===== src/hw/rtl/isc_pkg.sv =====
// isc_pkg: shared sizes, codes and control structs of the image scaler
// used by isc_div, isc_ctrl, isc_dp and image_scaler_nearest_bilinear_top
package isc_pkg;

   // source store geometry
   localparam int MAX_WIDTH    = 256;
   localparam int MAX_HEIGHT   = 256;
   localparam int MAX_CHANNELS = 4;
   localparam int STORE_DEPTH  = MAX_WIDTH * MAX_HEIGHT * MAX_CHANNELS;

   // field and register widths
   localparam int POS_W       = 10;
   localparam int CHAN_W      = 2;
   localparam int SAMPLE_W    = 8;
   localparam int SRC_SIZE_W  = 9;
   localparam int DST_SIZE_W  = 11;
   localparam int CH_CNT_W    = 3;
   localparam int CSR_INDEX_W = 3;
   localparam int CSR_DATA_W  = 11;

   // derived datapath widths
   localparam int COORD_W  = $clog2(MAX_WIDTH);
   localparam int ROW_W    = $clog2(MAX_HEIGHT);
   localparam int FRAC_W   = 8;
   localparam int QUO_W    = COORD_W + FRAC_W;
   localparam int PROD_W   = POS_W + COORD_W;
   localparam int DIV_NUM_W = PROD_W + FRAC_W;
   localparam int DIV_DEN_W = DST_SIZE_W;
   localparam int PIX_W    = $clog2(MAX_WIDTH * MAX_HEIGHT);
   localparam int ADDR_W   = $clog2(STORE_DEPTH);
   localparam int LERP_W   = 2 * SAMPLE_W + FRAC_W;
   localparam int ACC_W    = 2 * SAMPLE_W;

   // register indexes of the configuration port
   typedef enum logic [CSR_INDEX_W-1:0] {
      CSR_SRC_WIDTH  = 3'd0,
      CSR_SRC_HEIGHT = 3'd1,
      CSR_DST_WIDTH  = 3'd2,
      CSR_DST_HEIGHT = 3'd3,
      CSR_CHANNELS   = 3'd4,
      CSR_SCALE_MODE = 3'd5
   } csr_index_type;

   typedef enum logic {
      OP_WRITE = 1'b0,
      OP_READ  = 1'b1
   } opcode_type;

   typedef enum logic {
      MODE_NEAREST  = 1'b0,
      MODE_BILINEAR = 1'b1
   } mode_type;

   typedef enum logic [1:0] {
      LERP_LOWER = 2'd0,
      LERP_UPPER = 2'd1,
      LERP_FINAL = 2'd2
   } lerp_sel_type;

   typedef struct packed {
      logic [SRC_SIZE_W-1:0] src_width;
      logic [SRC_SIZE_W-1:0] src_height;
      logic [DST_SIZE_W-1:0] dst_width;
      logic [DST_SIZE_W-1:0] dst_height;
      logic [CH_CNT_W-1:0]   channels;
      mode_type              scale_mode;
   } cfg_type;

   // controller to datapath
   typedef struct packed {
      logic         capture;
      logic         map_load;
      logic         div_load;
      logic         div_step;
      logic         addr_mul;
      logic         addr_sum;
      logic         addr_wr;
      logic [1:0]   nbr;
      logic         mem_wr;
      logic         mem_rd;
      logic         slot_load;
      lerp_sel_type lerp_sel;
      logic         lerp_load;
      logic         out_load;
   } cmd_type;

   // datapath to controller
   typedef struct packed {
      logic div_last;
   } sts_type;

endpackage


===== src/hw/rtl/isc_ctrl.sv =====
// isc_ctrl: sequencer of the image scaler, drives the datapath by command beats
// depends on isc_pkg for cmd_type, sts_type and the code enums
module isc_ctrl import isc_pkg::*; (
   input  logic       clock,
   input  logic       reset,
   input  logic       start,
   input  logic       req_opcode,
   input  mode_type   scale_mode,
   input  sts_type    sts,
   output cmd_type    cmd,
   output logic       busy,
   output logic       rsp_valid
);

   typedef enum logic [11:0] {
      ST_IDLE     = 12'b0000_0000_0001,
      ST_MAP      = 12'b0000_0000_0010,
      ST_DIV_LOAD = 12'b0000_0000_0100,
      ST_DIV_RUN  = 12'b0000_0000_1000,
      ST_ADDR_MUL = 12'b0000_0001_0000,
      ST_ADDR_SUM = 12'b0000_0010_0000,
      ST_MEM_WR   = 12'b0000_0100_0000,
      ST_MEM_RD   = 12'b0000_1000_0000,
      ST_CAPTURE  = 12'b0001_0000_0000,
      ST_LERP_LO  = 12'b0010_0000_0000,
      ST_LERP_HI  = 12'b0100_0000_0000,
      ST_DONE     = 12'b1000_0000_0000
   } state_type;

   localparam logic [1:0] NBR_FIRST = 2'b00;
   localparam logic [1:0] NBR_LAST  = 2'b11;

   state_type  state_ff, state_in;
   logic [1:0] nbr_ff, nbr_in;
   logic       wr_ff, wr_in;
   logic       rsp_valid_ff, rsp_valid_in;
   logic [1:0] nbr_end;

   assign nbr_end = (scale_mode == MODE_BILINEAR) ? NBR_LAST : NBR_FIRST;

   always_comb begin
      state_in     = state_ff;
      nbr_in       = nbr_ff;
      wr_in        = wr_ff;
      rsp_valid_in = 1'b0;
      cmd          = '0;
      cmd.addr_wr  = wr_ff;
      cmd.nbr      = nbr_ff;
      cmd.lerp_sel = LERP_LOWER;
      case (state_ff)
         ST_IDLE: begin
            if (start) begin
               cmd.capture = 1'b1;
               nbr_in      = NBR_FIRST;
               wr_in       = (req_opcode == OP_WRITE);
               state_in    = (req_opcode == OP_WRITE) ? ST_ADDR_MUL : ST_MAP;
            end
         end
         ST_MAP: begin
            cmd.map_load = 1'b1;
            state_in     = ST_DIV_LOAD;
         end
         ST_DIV_LOAD: begin
            cmd.div_load = 1'b1;
            state_in     = ST_DIV_RUN;
         end
         ST_DIV_RUN: begin
            cmd.div_step = 1'b1;
            if (sts.div_last) begin
               state_in = ST_ADDR_MUL;
            end
         end
         ST_ADDR_MUL: begin
            cmd.addr_mul = 1'b1;
            state_in     = ST_ADDR_SUM;
         end
         ST_ADDR_SUM: begin
            cmd.addr_sum = 1'b1;
            state_in     = wr_ff ? ST_MEM_WR : ST_MEM_RD;
         end
         ST_MEM_WR: begin
            cmd.mem_wr = 1'b1;
            state_in   = ST_IDLE;
         end
         ST_MEM_RD: begin
            cmd.mem_rd = 1'b1;
            state_in   = ST_CAPTURE;
         end
         ST_CAPTURE: begin
            cmd.slot_load = 1'b1;
            if (nbr_ff == nbr_end) begin
               state_in = (scale_mode == MODE_BILINEAR) ? ST_LERP_LO : ST_DONE;
            end else begin
               nbr_in   = nbr_ff + 1'b1;
               state_in = ST_ADDR_MUL;
            end
         end
         ST_LERP_LO: begin
            cmd.lerp_load = 1'b1;
            cmd.lerp_sel  = LERP_LOWER;
            state_in      = ST_LERP_HI;
         end
         ST_LERP_HI: begin
            cmd.lerp_load = 1'b1;
            cmd.lerp_sel  = LERP_UPPER;
            state_in      = ST_DONE;
         end
         ST_DONE: begin
            cmd.out_load = 1'b1;
            cmd.lerp_sel = LERP_FINAL;
            rsp_valid_in = 1'b1;
            state_in     = ST_IDLE;
         end
         default: begin
            state_in = ST_IDLE;
         end
      endcase
   end

   always_ff @(posedge clock) begin
      if (reset) begin
         state_ff     <= ST_IDLE;
         nbr_ff       <= NBR_FIRST;
         wr_ff        <= 1'b0;
         rsp_valid_ff <= 1'b0;
      end else begin
         state_ff     <= state_in;
         nbr_ff       <= nbr_in;
         wr_ff        <= wr_in;
         rsp_valid_ff <= rsp_valid_in;
      end
   end

   assign busy      = (state_ff != ST_IDLE);
   assign rsp_valid = rsp_valid_ff;

endmodule


===== config.mk =====
export PLATFORM = sky130hd
export DESIGN_NAME = isc_ctrl
export DESIGN_NICKNAME = d
export VERILOG_FILES = /design/src/hw/rtl/isc_pkg.sv /design/src/hw/rtl/isc_ctrl.sv
export SDC_FILE = /design/constraint.sdc
export NUM_CORES = 1
export LEC_CHECK = 0
export BUFFER_PORTS_ARGS = -buffer_cell sky130_fd_sc_hd__clkbuf_2
export CAP_MARGIN = 0
export CORE_UTILIZATION = 30
export CTS_BUF_LIST = sky130_fd_sc_hd__clkbuf_4 sky130_fd_sc_hd__clkbuf_8
export DETAILED_ROUTE_END_ITERATION = 12
export PLACE_DENSITY = 0.52
export SYNTH_ARGS = -nofsm -noshare
export SYNTH_HDL_FRONTEND = slang
export SYNTH_SLANG_ARGS = --single-unit

===== constraint.sdc =====
create_clock -name clock -period 1.9 [get_ports clock]
set_input_delay 0.285 -clock clock [delete_from_list [all_inputs] [get_ports clock]]
set_output_delay 0.285 -clock clock [all_outputs]
set_load 0.02 [all_outputs]

### Word level (Yosys, flattened, before mapping)

Cells that the tools add are included.

| storage, ports and cells | value |
|---|---|
| register bits | 16 |
| bits of input ports | 6 |

| cells by class | value |
|---|---|
| eq/ne operators | 17 |
| bitwise gates (word level) | 1 |
| mux-type cells | 24 |
| reduce and logical (&&, ||, !) cells | 5 |
| add/sub/neg operators | 1 |

Operators with widths:

| cell | number |
|---|---|
| 12-bit case mux with 10 select lines | 1 |
| 12-bit two-way mux | 4 |
| 12-bit by 1-bit == test with 1-bit output, second input constant | 1 |
| 12-bit by 10-bit == test with 1-bit output, second input constant | 1 |
| 12-bit by 11-bit == test with 1-bit output, second input constant | 1 |
| 12-bit == test, second input constant | 1 |
| 12-bit by 2-bit == test with 1-bit output, second input constant | 1 |
| 12-bit by 3-bit == test with 1-bit output, second input constant | 1 |
| 12-bit by 4-bit == test with 1-bit output, second input constant | 1 |
| 12-bit by 5-bit == test with 1-bit output, second input constant | 1 |
| 12-bit by 6-bit == test with 1-bit output, second input constant | 1 |
| 12-bit by 7-bit == test with 1-bit output, second input constant | 1 |
| 12-bit by 8-bit == test with 1-bit output, second input constant | 1 |
| 12-bit by 9-bit == test with 1-bit output, second input constant | 1 |
| 1-bit two-way mux | 12 |
| 12-bit by 1-bit inequality test with 1-bit output, second input constant | 1 |
| 8-bit two-way mux | 1 |
| 2-bit case mux with 2 select lines | 2 |
| 2-bit two-way mux | 3 |
| 2-bit inequality test, second input constant | 3 |
| 5-bit two-way mux | 1 |
| 2-bit AND reduction | 2 |
| 3-bit AND reduction | 1 |
| 2-bit by 1-bit adder with 2-bit output, second input constant | 1 |
| 4 further kinds | 4 |

### Depth between registers and ports, before layout

Gate-level depths: netlist of the first run.

| logic depth | value |
|---|---|
| depth in word-level cells | 4 |
| gate-level depth with buffers | 6 |
| gate-level depth less buffers | 5 |

### Least setup slack after synthesis of the first run

No wires, ideal clock.

| timing path | value |
|---|---|
| path type | reg-to-output |
| start point | reg state_ff[11] |
| end point | out cmd[6] (netlist bit) |
| arrival | 1431 ps |
| stages on the path, launching flop included | 5 |
| slack | 184 ps |
| required time | 1615 ps |
| path through | dfxtp_1 nor4_1 buf_2 nand3_1 nor3b_1 |

RTL lines:

| element | line | RTL |
|---|---|---|
| start: declaration | isc_ctrl.sv:33 | `state_type state_ff, state_in;` |
| start signal: assignment | isc_ctrl.sv:127 | `state_ff <= state_in;` |
| end: declaration | isc_ctrl.sv:10 | `output cmd_type cmd,` |

==> metrics.md, run 1 <==
| Metric | Value |
|---|---|
| Maximum vdd drop | 399 uV |
| Worst r2r src | state_ff[11] |
| Place WS | around 0.19 ns |
| Die width | around 56 um |
| Worst rel slew slack | 76.2% |
| CP arrival | 1.57 ns |
| CTS buffer count | 3 |
| Pwr dens | 586 nW/um^2 |
| Largest net degree at the start of global routing | 12 |
| Pins Over Slew Limit | 0 |
| CTS Hold Bufs | 0 |
| Async set-or-reset flop fraction in the synthesized netlist | 0% |
| PortBufs | 23 |
| Residual DRC | 0 |
| Layout area overhead | 51.7% |
| Yosys top cell by area | dfxtp_1 |
| R2r setup slk | 0.23 ns |
| WL met3 | 189 um |
| Syn Inst Count | 103 |
| Clk_lat worst skew | 0.28 ns |
| Highest metal used | met4 |
| Commonest non-fill, non-tap cell in the layout | buf_4 |
| Final hold vios | 0 |
| Vias | 942 |
| Vias in the first global route | 827 |
| Non-Filler Instances | 177 |
| Crit Path Class | reg2out |
| Endpoint, Worst Hold | wr_ff |
| Met2 Routed Length | 1230 um |
| Cells on worst reg2reg path | 5 |
| Data required, critical path | 1.62 ns |
| Post-Route WL | 2500 um |
| Critical-path cell list | nor4_4, buf_4, nand4_1, inv_1, buf_6 |
| Synthesized area per cell | 8.47 um^2 |
| DR vias/cell | 5.32 |
| Final hold slack | 0.242 ns |
| Met1 wire length | 1060 um |
| Most frequent cells in the layout | buf_4, dfxtp_1, nor2_1, clkbuf_2, buf_6 |
| Ratio of cells with drive above 1 in the final layout | between 40% and 50% |
| GPL Wtd Cong | around 0.92 |
| CTS max path bufs | 2 |
| DRT Pass-1 Iters | 4 |
| DR iter-0 viols | 15 |
| Syn_nets | 109 |
| Hold wc startpoint | req_opcode |
| Clock sinks | 16 |
| Htree depth | 1 |
| Worst path slowest cell | dfxtp_1 |
| IO Pins | 24 |
| Delay of the slowest cell on the worst path | 0.36 ns |
| Root Driver | clkbuf_4 |
| Skew final | between 0.009 and 0.01 ns |
| Placed Cells | ~160 |
| CP max FO | 6 |
| Gr usage total | 15.3% |
| Leak | 0.615 nW |
| CP Launch Type | flop |
| RSZ-0062 raised after global routing | true |
| Die area | 3130 um^2 |
| Post-synth EDFFs | 0 |
| Status | finished clean |
| Most used DFF post-synth | dfxtp_1 |
| Synth top area share | 36.7% |
| CTS tree | yes |
| Antenna violations before repair | 0 |
| Rows | 19 |
| Min Tclk post-route | between 1.5 and 2 ns |
| Clock transition at the registers of the reported paths | 0.10 ns |
| Antenna-violating nets left | 0 |
| Cell depth of the worst hold path | 2 |
| Largest cells by area after synthesis | dfxtp_1, nor2_1, nor4_4, nand3_1, nor4b_1 |
| Number of library cell types mapped by synthesis | 35 |
| Sequential share of the synthesized area | 36.7% |
| Worst Setup End Kind | primary output |
| Number of max-cap violations | 0 |
| Area of the mapped netlist | 872 um^2 |
| Starting Density | 31.6% |
| Reg2reg end | state_ff[4] |
| Global-route wire length before repair | 3730 um |
| WL/cell | 14.1 um |
| Final setup violating endpoints | 0 |
| Core Box Area | 2760 um^2 |
| DP Wirelength | 1680 um |
| Warnings, synthesis | 0 |
| Fmax | about 0.54 GHz |
| FF+latch count, synth | 16 |
| Grt ovf | 0 |
| Hold crit path type | in2reg |
| N_diodes | 0 |
| Final net count | 154 |
| Final Worst Setup Slack | 0.0484 ns |
| Vert. Die Dim | roughly 56 um |
| Worst slew pin tran | 0.352 ns |
| Fin crit share | 97.5% |
| Fillers | 267 |
## what timing repair did
action                     CTS  global route
pin swaps                    3             4
gates resized for setup     13            38
setup endpoints to repair   11            13
cloned                       0             1
buffers inserted             6             6
## metrics by stage
| step | total power, mW | instance area, um^2 | utilization [%] | TNS (ns) |
|---|---|---|---|---|
| 2_1_floorplan | 0.472 | 872 | - | 0 |
| 3_3_place_gp | 0.535 | 1070 | 38.7 | 0 |
| 3_5_place_dp | 0.537 | 1070 | 38.7 | 0 |
| 4_1_cts | 0.753 | 1180 | 42.7 | 0 |
| 5_1_grt | 0.816 | 1320 | 48.0 | -0.236 |
| 6_report | 0.775 | 1320 | 48.0 | 0 |
## cells in the mapped netlist, drive strengths merged (3+ instances only)
cell and instances:
a21oi 4, buf 6, dfxtp 16, inv 5
nand2 4, nand2b 4, nand3 8, nor2 13
nor2b 4, nor3 3, nor4 4, nor4b 4
o21ai 3
## critical path: cells and delay by family, from the launching register on
| family | cells | cell delay (ns) |
|---|---|---|
| buf+inv | 3 | 0.46 |
| flops | 1 | 0.36 |
| simple gates | 2 | 0.46 |
## final cells by class
class                           count  area [um^2]  area share [%]
Clock buffer                        3         22.5            1.70
Inverter                            5         18.8            1.42
Multi-Input combinational cell     76          576            43.5
Sequential cell                    16          328            24.8
Tap cell                           31         38.8            2.93
Timing Repair Buffer               46          339            25.6
## state kept, by name, indices dropped and copies added (netlist names)
signal     flops
state_ff      12
nbr_ff         2
wr_ff          1
rsp_valid      1
## power breakdown
| part | internal, mW | switching [mW] | total, mW |
|---|---|---|---|
| sequential | 0.344 | 0.0110 | 0.355 |
| clock | 0.0734 | 0.104 | 0.177 |
| combinational | 0.123 | 0.119 | 0.242 |
| total | 0.540 | 0.234 | 0.775 |
## cells by family after synthesis
| kind of cell | after synthesis | synth area share, % |
|---|---|---|
| simple gates | 59 | 43.5 |
| mux | 1 | 1.15 |
| xor+xnor | 1 | 1.00 |
| flops | 16 | 36.7 |
| buf+inv | 11 | 6.02 |
| compound gates | 15 | 11.6 |
## how the worst max path moves through the flow
| stage | slack (ns) | startpoint | cells after the start | to |
|---|---|---|---|---|
| floorplan | 0.18 | state_ff[11] | 4 | cmd[6] |
| global placement | 0.21 | state_ff[1] | 4 | cmd[15] |
| detailed placement | 0.19 | state_ff[1] | 5 | cmd[6] |
| CTS | 0.001 | state_ff[4] | 6 | cmd[12] |
| global route | -0.09 | state_ff[2] | 6 | cmd[6] |
| finish | 0.05 | state_ff[11] | 5 | cmd[5] |
## metal layers
layer  vias to the layer above  GRT usage, %
met5                         -             0
met4                         0          5.92
met3                         4          4.42
met2                        32          24.6
met1                       438          19.4
li1                        468             -
Power figures use the tool's default switching activity.
==> inputs of run 2 (changes only) <==
--- a/config.mk
+++ b/config.mk
@@ -13,2 +13,4 @@
 export PLACE_DENSITY = 0.52
+export SETUP_SLACK_MARGIN = 0.05
+export SKIP_CTS_REPAIR_TIMING = 1
 export SYNTH_ARGS = -nofsm -noshare
--- a/constraint.sdc
+++ b/constraint.sdc
@@ -3,2 +3,2 @@
 set_output_delay 0.285 -clock clock [all_outputs]
-set_load 0.02 [all_outputs]
+set_load 0.05 [all_outputs]
==> run 2 against run 1 <==
Against the previous run:
- the flow now finishes with violations (setup timing)
- global-route usage decreased by 1.3 points
- first-iteration DRC count rose by 87%
- clock skew is 0.0082 ns lower
- via count down 4.5%
- power rose by 9.3%
- largest power group unchanged
==> metrics.md, run 2 (same netlist as run 1, synthesis figures left out) <==
| Metric | Value |
|---|---|
| Post-Route WL | 2430 um |
| Maximum vdd drop | 442 uV |
| CP Launch Type | flop |
| DR iter-0 viols | 28 |
| Worst Setup SP | state_ff[3] |
| RSZ-0062 raised after global routing | true |
| Worst rel slew slack | 70.8% |
| Fmax | 0.515 GHz |
| Antenna violations before repair | 0 |
| Rows | 19 |
| Largest register FFs | 12 |
| WL/cell | 14.2 um |
| Data required, critical path | between 1.5 and 2 ns |
| Clk_lat worst skew | between 0.2 and 0.3 ns |
| Cell depth of the worst hold path | 2 |
| Residual DRC | 0 |
| Final net count | 147 |
| Vias in the first global route | 730 |
| DP Area | around 1100 um^2 |
| Htree depth | 1 |
| Starting Density | 31.6% |
| Vias | 900 |
| Hold crit path type | in2reg |
| Hold wc startpoint | req_opcode |
| Antenna-violating nets left | 0 |
| Largest net degree at the start of global routing | 12 |
| Commonest non-fill, non-tap cell in the layout | buf_4 |
| Crit Path Class | reg2out |
| Final hold vios | 0 |
| Worst r2r src | state_ff[9] |
| IO Pins | 24 |
| Min Tclk post-route | 1.94 ns |
| Clock transition at the registers of the reported paths | 0.10 ns |
| Cells on worst reg2reg path | 6 |
| Fillers | between 200 and 250 |
| PortBufs | 23 |
| Leak | 0.611 nW |
| Final setup violating endpoints | 4 |
| GPL Wtd Cong | 0.768 |
| Clock sinks | 16 |
| Worst slew pin tran | 0.432 ns |
| Vert. Die Dim | 55.9 um |
| Skew final | between 0.0009 and 0.001 ns |
| Core Box Area | 2760 um^2 |
| Die area | about 3100 um^2 |
| DP Wirelength | 1680 um |
| Pwr Total | 0.847 mW |
| Grt ovf | 0 |
| Fin crit share | 102% |
| CTS buffer count | 3 |
| Global-route wire length before repair | 3340 um |
| Failing checks | setup timing |
| CP max FO | 8 |
| Top reg by flops | state_ff |
| Pwr dens | around 600 nW/um^2 |
| Root Driver | clkbuf_4 |
| Layout area overhead | 62.1% |
| Biggest regs | state_ff x12, nbr_ff x2 |
| Number of max-cap violations | 0 |
| N_diodes | 0 |
| Pins Over Slew Limit | 0 |
| Final Worst Setup Slack | -0.0435 ns |
| DR vias/cell | ~5.3 |
| Status | finished, violations left |
| CTS max path bufs | 2 |
| DRT Pass-1 Iters | 4 |
| Worst Setup End Kind | primary output |
| Design area | 1410 um^2 |
| Die width | 55.9 um |
| Ratio of cells with drive above 1 in the final layout | approximately 50% |
| Most frequent cells in the layout | buf_4, nor2_1, clkbuf_2, dfxtp_1, buf_6 |
| CP arrival | 1.66 ns |
| Gr usage total | 14.0% |
| Final hold slack | 0.221 ns |
| CTS tree | yes |
==> run 2: changes by cell type in the layout (fill, tap and decap cells not counted), moves of 3 or more <==
cell / previous run / this run
buf_4: 26 / 13
buf_8: 0 / 5
buf_12: 0 / 4
dfxtp_1: 12 / 9
nand3_2: 1 / 4
==> run 2: power breakdown <==
part / switching (mW) / internal (mW) / total, mW
clock: 0.118 / 0.117 / 0.235
sequential: 0.0177 / 0.344 / 0.362
combinational: 0.140 / 0.111 / 0.250
==> run 2: final timing paths <==
path                 endpoint  slack [ns]
hold / removal          wr_ff        0.22
setup / recovery       cmd[5]       -0.04
setup reg to reg  state_ff[4]        0.19
hold reg to reg   state_ff[7]        0.47
==> run 2: cell type report <==
type / count / area (um^2) / area share [%]
Inverter: 5 / 18.8 / 1.33
Clock buffer: 4 / 36.3 / 2.57
Sequential cell: 16 / 337 / 23.8
Multi-Input combinational cell: 76 / 596 / 42.1
Timing Repair Buffer: 39 / 388 / 27.4
Tap cell: 31 / 38.8 / 2.74
==> run 2: worst max-delay path, stage by stage, from the launching register on <==
cell and delay [ns]:
dfxtp_4 0.39, nor4_4 0.34, buf_6 0.18, nand4_1 0.18
inv_2 0.14, buf_12 0.14
==> run 2: metal layers <==
| layer | vias up | share of wire [%] | routed length, um | global-route usage [%] |
|---|---|---|---|---|
| li1 | 452 | - | - | - |
| met1 | 423 | 46 | 1110 | 17.9 |
| met2 | 21 | 49 | 1190 | 22.5 |
| met3 | 4 | 4.0 | 98 | 3.02 |
| met4 | 0 | 1.4 | 33 | 6.27 |
| met5 | - | 0 | 0 | 0 |
==> run 2: per-stage QoR <==
stage          std cells  setup TNS [ns]  worst slack, ns  utilization (%)
3_3_place_gp         159               0            0.188             40.7
4_1_cts              163           -1.30           -0.187             42.1
3_5_place_dp         159               0            0.165             40.7
2_1_floorplan        103        -0.00599         -0.00300                -
6_report             171         -0.0972          -0.0435             51.3
5_1_grt              171          -0.635           -0.138             51.3
==> inputs of run 3 (changes only) <==
RECOVER_POWER = 100   (was not set)
==> run 3 against run 2 <==
Against the previous run:
- the flow still finishes with violations (setup timing)
- count of clock-buffer cells in the layout unchanged
- critical path type unchanged
- via count decreased by 0.78%
- cell area about the same
- routed wire length decreased by 0.58%
- global-route usage unchanged
- highest routed layer unchanged
==> metrics.md, run 3 (same netlist as run 1, synthesis figures left out) <==
| Metric | Value |
|---|---|
| Worst Setup End Kind | primary output |
| DR vias/cell | approximately 5.2 |
| Non-Filler Instances | 171 |
| Die width | 55.9 um |
| Largest net degree at the start of global routing | 12 |
| Clk_lat worst skew | 0.29 ns |
| Number of max-cap violations | 0 |
| Antenna-violating nets left | 0 |
| DP Wirelength | 1680 um |
| Final setup violating endpoints | 4 |
| Clock sinks | 16 |
| Gr usage total | 14.0% |
| Final Core Density | 51.2% |
| Top reg by flops | state_ff |
| Vias | 893 |
| DRT Pass-1 Iters | 4 |
| Post-Route WL | 2420 um |
| Fmax | 0.513 GHz |
| Grt ovf | 0 |
| Final net count | 147 |
| Layout area overhead | 62.0% |
| Final Worst Setup Slack | -0.0481 ns |
| Pins Over Slew Limit | 0 |
| GPL Wtd Cong | 0.768 |
| Crit Path Class | reg2out |
| Fillers | 248 |
| Residual DRC | 0 |
| Final hold vios | 0 |
| Worst rel slew slack | 60.0% |
| Hold crit path type | in2reg |
| Place WS | 0.165 ns |
| Starting Density | 31.6% |
| Min Tclk post-route | 1.95 ns |
| CP max FO | 8 |
| Final hold slack | 0.221 ns |
| Leak | ~0.6 nW |
| Ratio of cells with drive above 1 in the final layout | about 49% |
| Root Driver | clkbuf_4 |
| Worst slew pin tran | between 0.6 and 0.7 ns |
| RSZ-0062 raised after global routing | true |
| Clock transition at the registers of the reported paths | 0.10 ns |
| Design area | 1410 um^2 |
| Vert. Die Dim | 55.9 um |
| Placed Cells | 159 |
| Failing checks | setup timing |
| WL/cell | 14.1 um |
| CTS tree | yes |
| R2r setup slk | between 0.15 and 0.2 ns |
| CP arrival | about 1.7 ns |
| Commonest non-fill, non-tap cell in the layout | buf_4 |
| Pwr dens | 598 nW/um^2 |
| PortBufs | 23 |
| CTS buffer count | 3 |
| Htree depth | 1 |
| Global-route wire length before repair | ~3300 um |
| N_diodes | 0 |
| Data required, critical path | 1.62 ns |
| Skew final | 0.00184 ns |
| Vias in the first global route | 730 |
| Biggest regs | state_ff x12, nbr_ff x2 |
| Fin crit share | 103% |
| Setup Total Neg Slack | -0.0976 ns |
| Largest register FFs | 12 |
| Antenna violations before repair | 0 |
| Pwr Total | 0.845 mW |
| Core Box Area | 2760 um^2 |
| Most frequent cells in the layout | buf_4, nor2_1, dfxtp_1 |
| Die area | 3130 um^2 |
| Rows | 19 |
| CP Launch Type | flop |
| Maximum vdd drop | 439 uV |
| DR iter-0 viols | 29 |
| DP Area | 1120 um^2 |
| CTS max path bufs | 2 |
| Status | finished, violations left |
| IO Pins | 24 |
## run 3: cell types whose count changed in the layout (fill, tap and decap cells not counted)
cell      previous run  this run
clkbuf_1             0         1
clkbuf_2             9         8
## run 3: critical path: stages (launching register included)
cell     delay [ns]
dfxtp_4        0.39
nor4_4         0.34
buf_6          0.18
nand4_1        0.18
inv_2          0.14
buf_12         0.14
## run 3: layer usage
| layer | wire length [um] | vias up | share of wire (%) | track usage, % |
|---|---|---|---|---|
| li1 | - | 452 | - | - |
| met1 | 1100 | 416 | 46 | 17.9 |
| met2 | 1180 | 21 | 49 | 22.5 |
| met3 | 100 | 4 | 4.1 | 3.02 |
| met4 | 33 | 0 | 1.4 | 6.27 |
| met5 | 0 | - | 0 | 0 |
## run 3: final cells by class
type                       instances  area, um^2  share of cell area [%]
clock buffer                       4        36.3                    2.57
tap                               31        38.8                    2.75
timing repair buffer              39         387                    27.4
sequential                        16         337                    23.8
inverter                           5        18.8                    1.33
multi-input combinational         76         596                    42.2
## run 3: path summary, 6_finish.rpt
check	from	cells after the start	to
worst max-delay path	state_ff[3]	5	cmd[5]
worst min-delay path	req_opcode	2	wr_ff
worst max register to register	state_ff[10]	5	state_ff[4]
worst min register to register	wr_ff	1	state_ff[7]
## run 3: report_power, final
part           switching [mW]  internal, mW
sequential             0.0177         0.344
clock                   0.117         0.117
combinational           0.140         0.111
total                   0.274         0.571
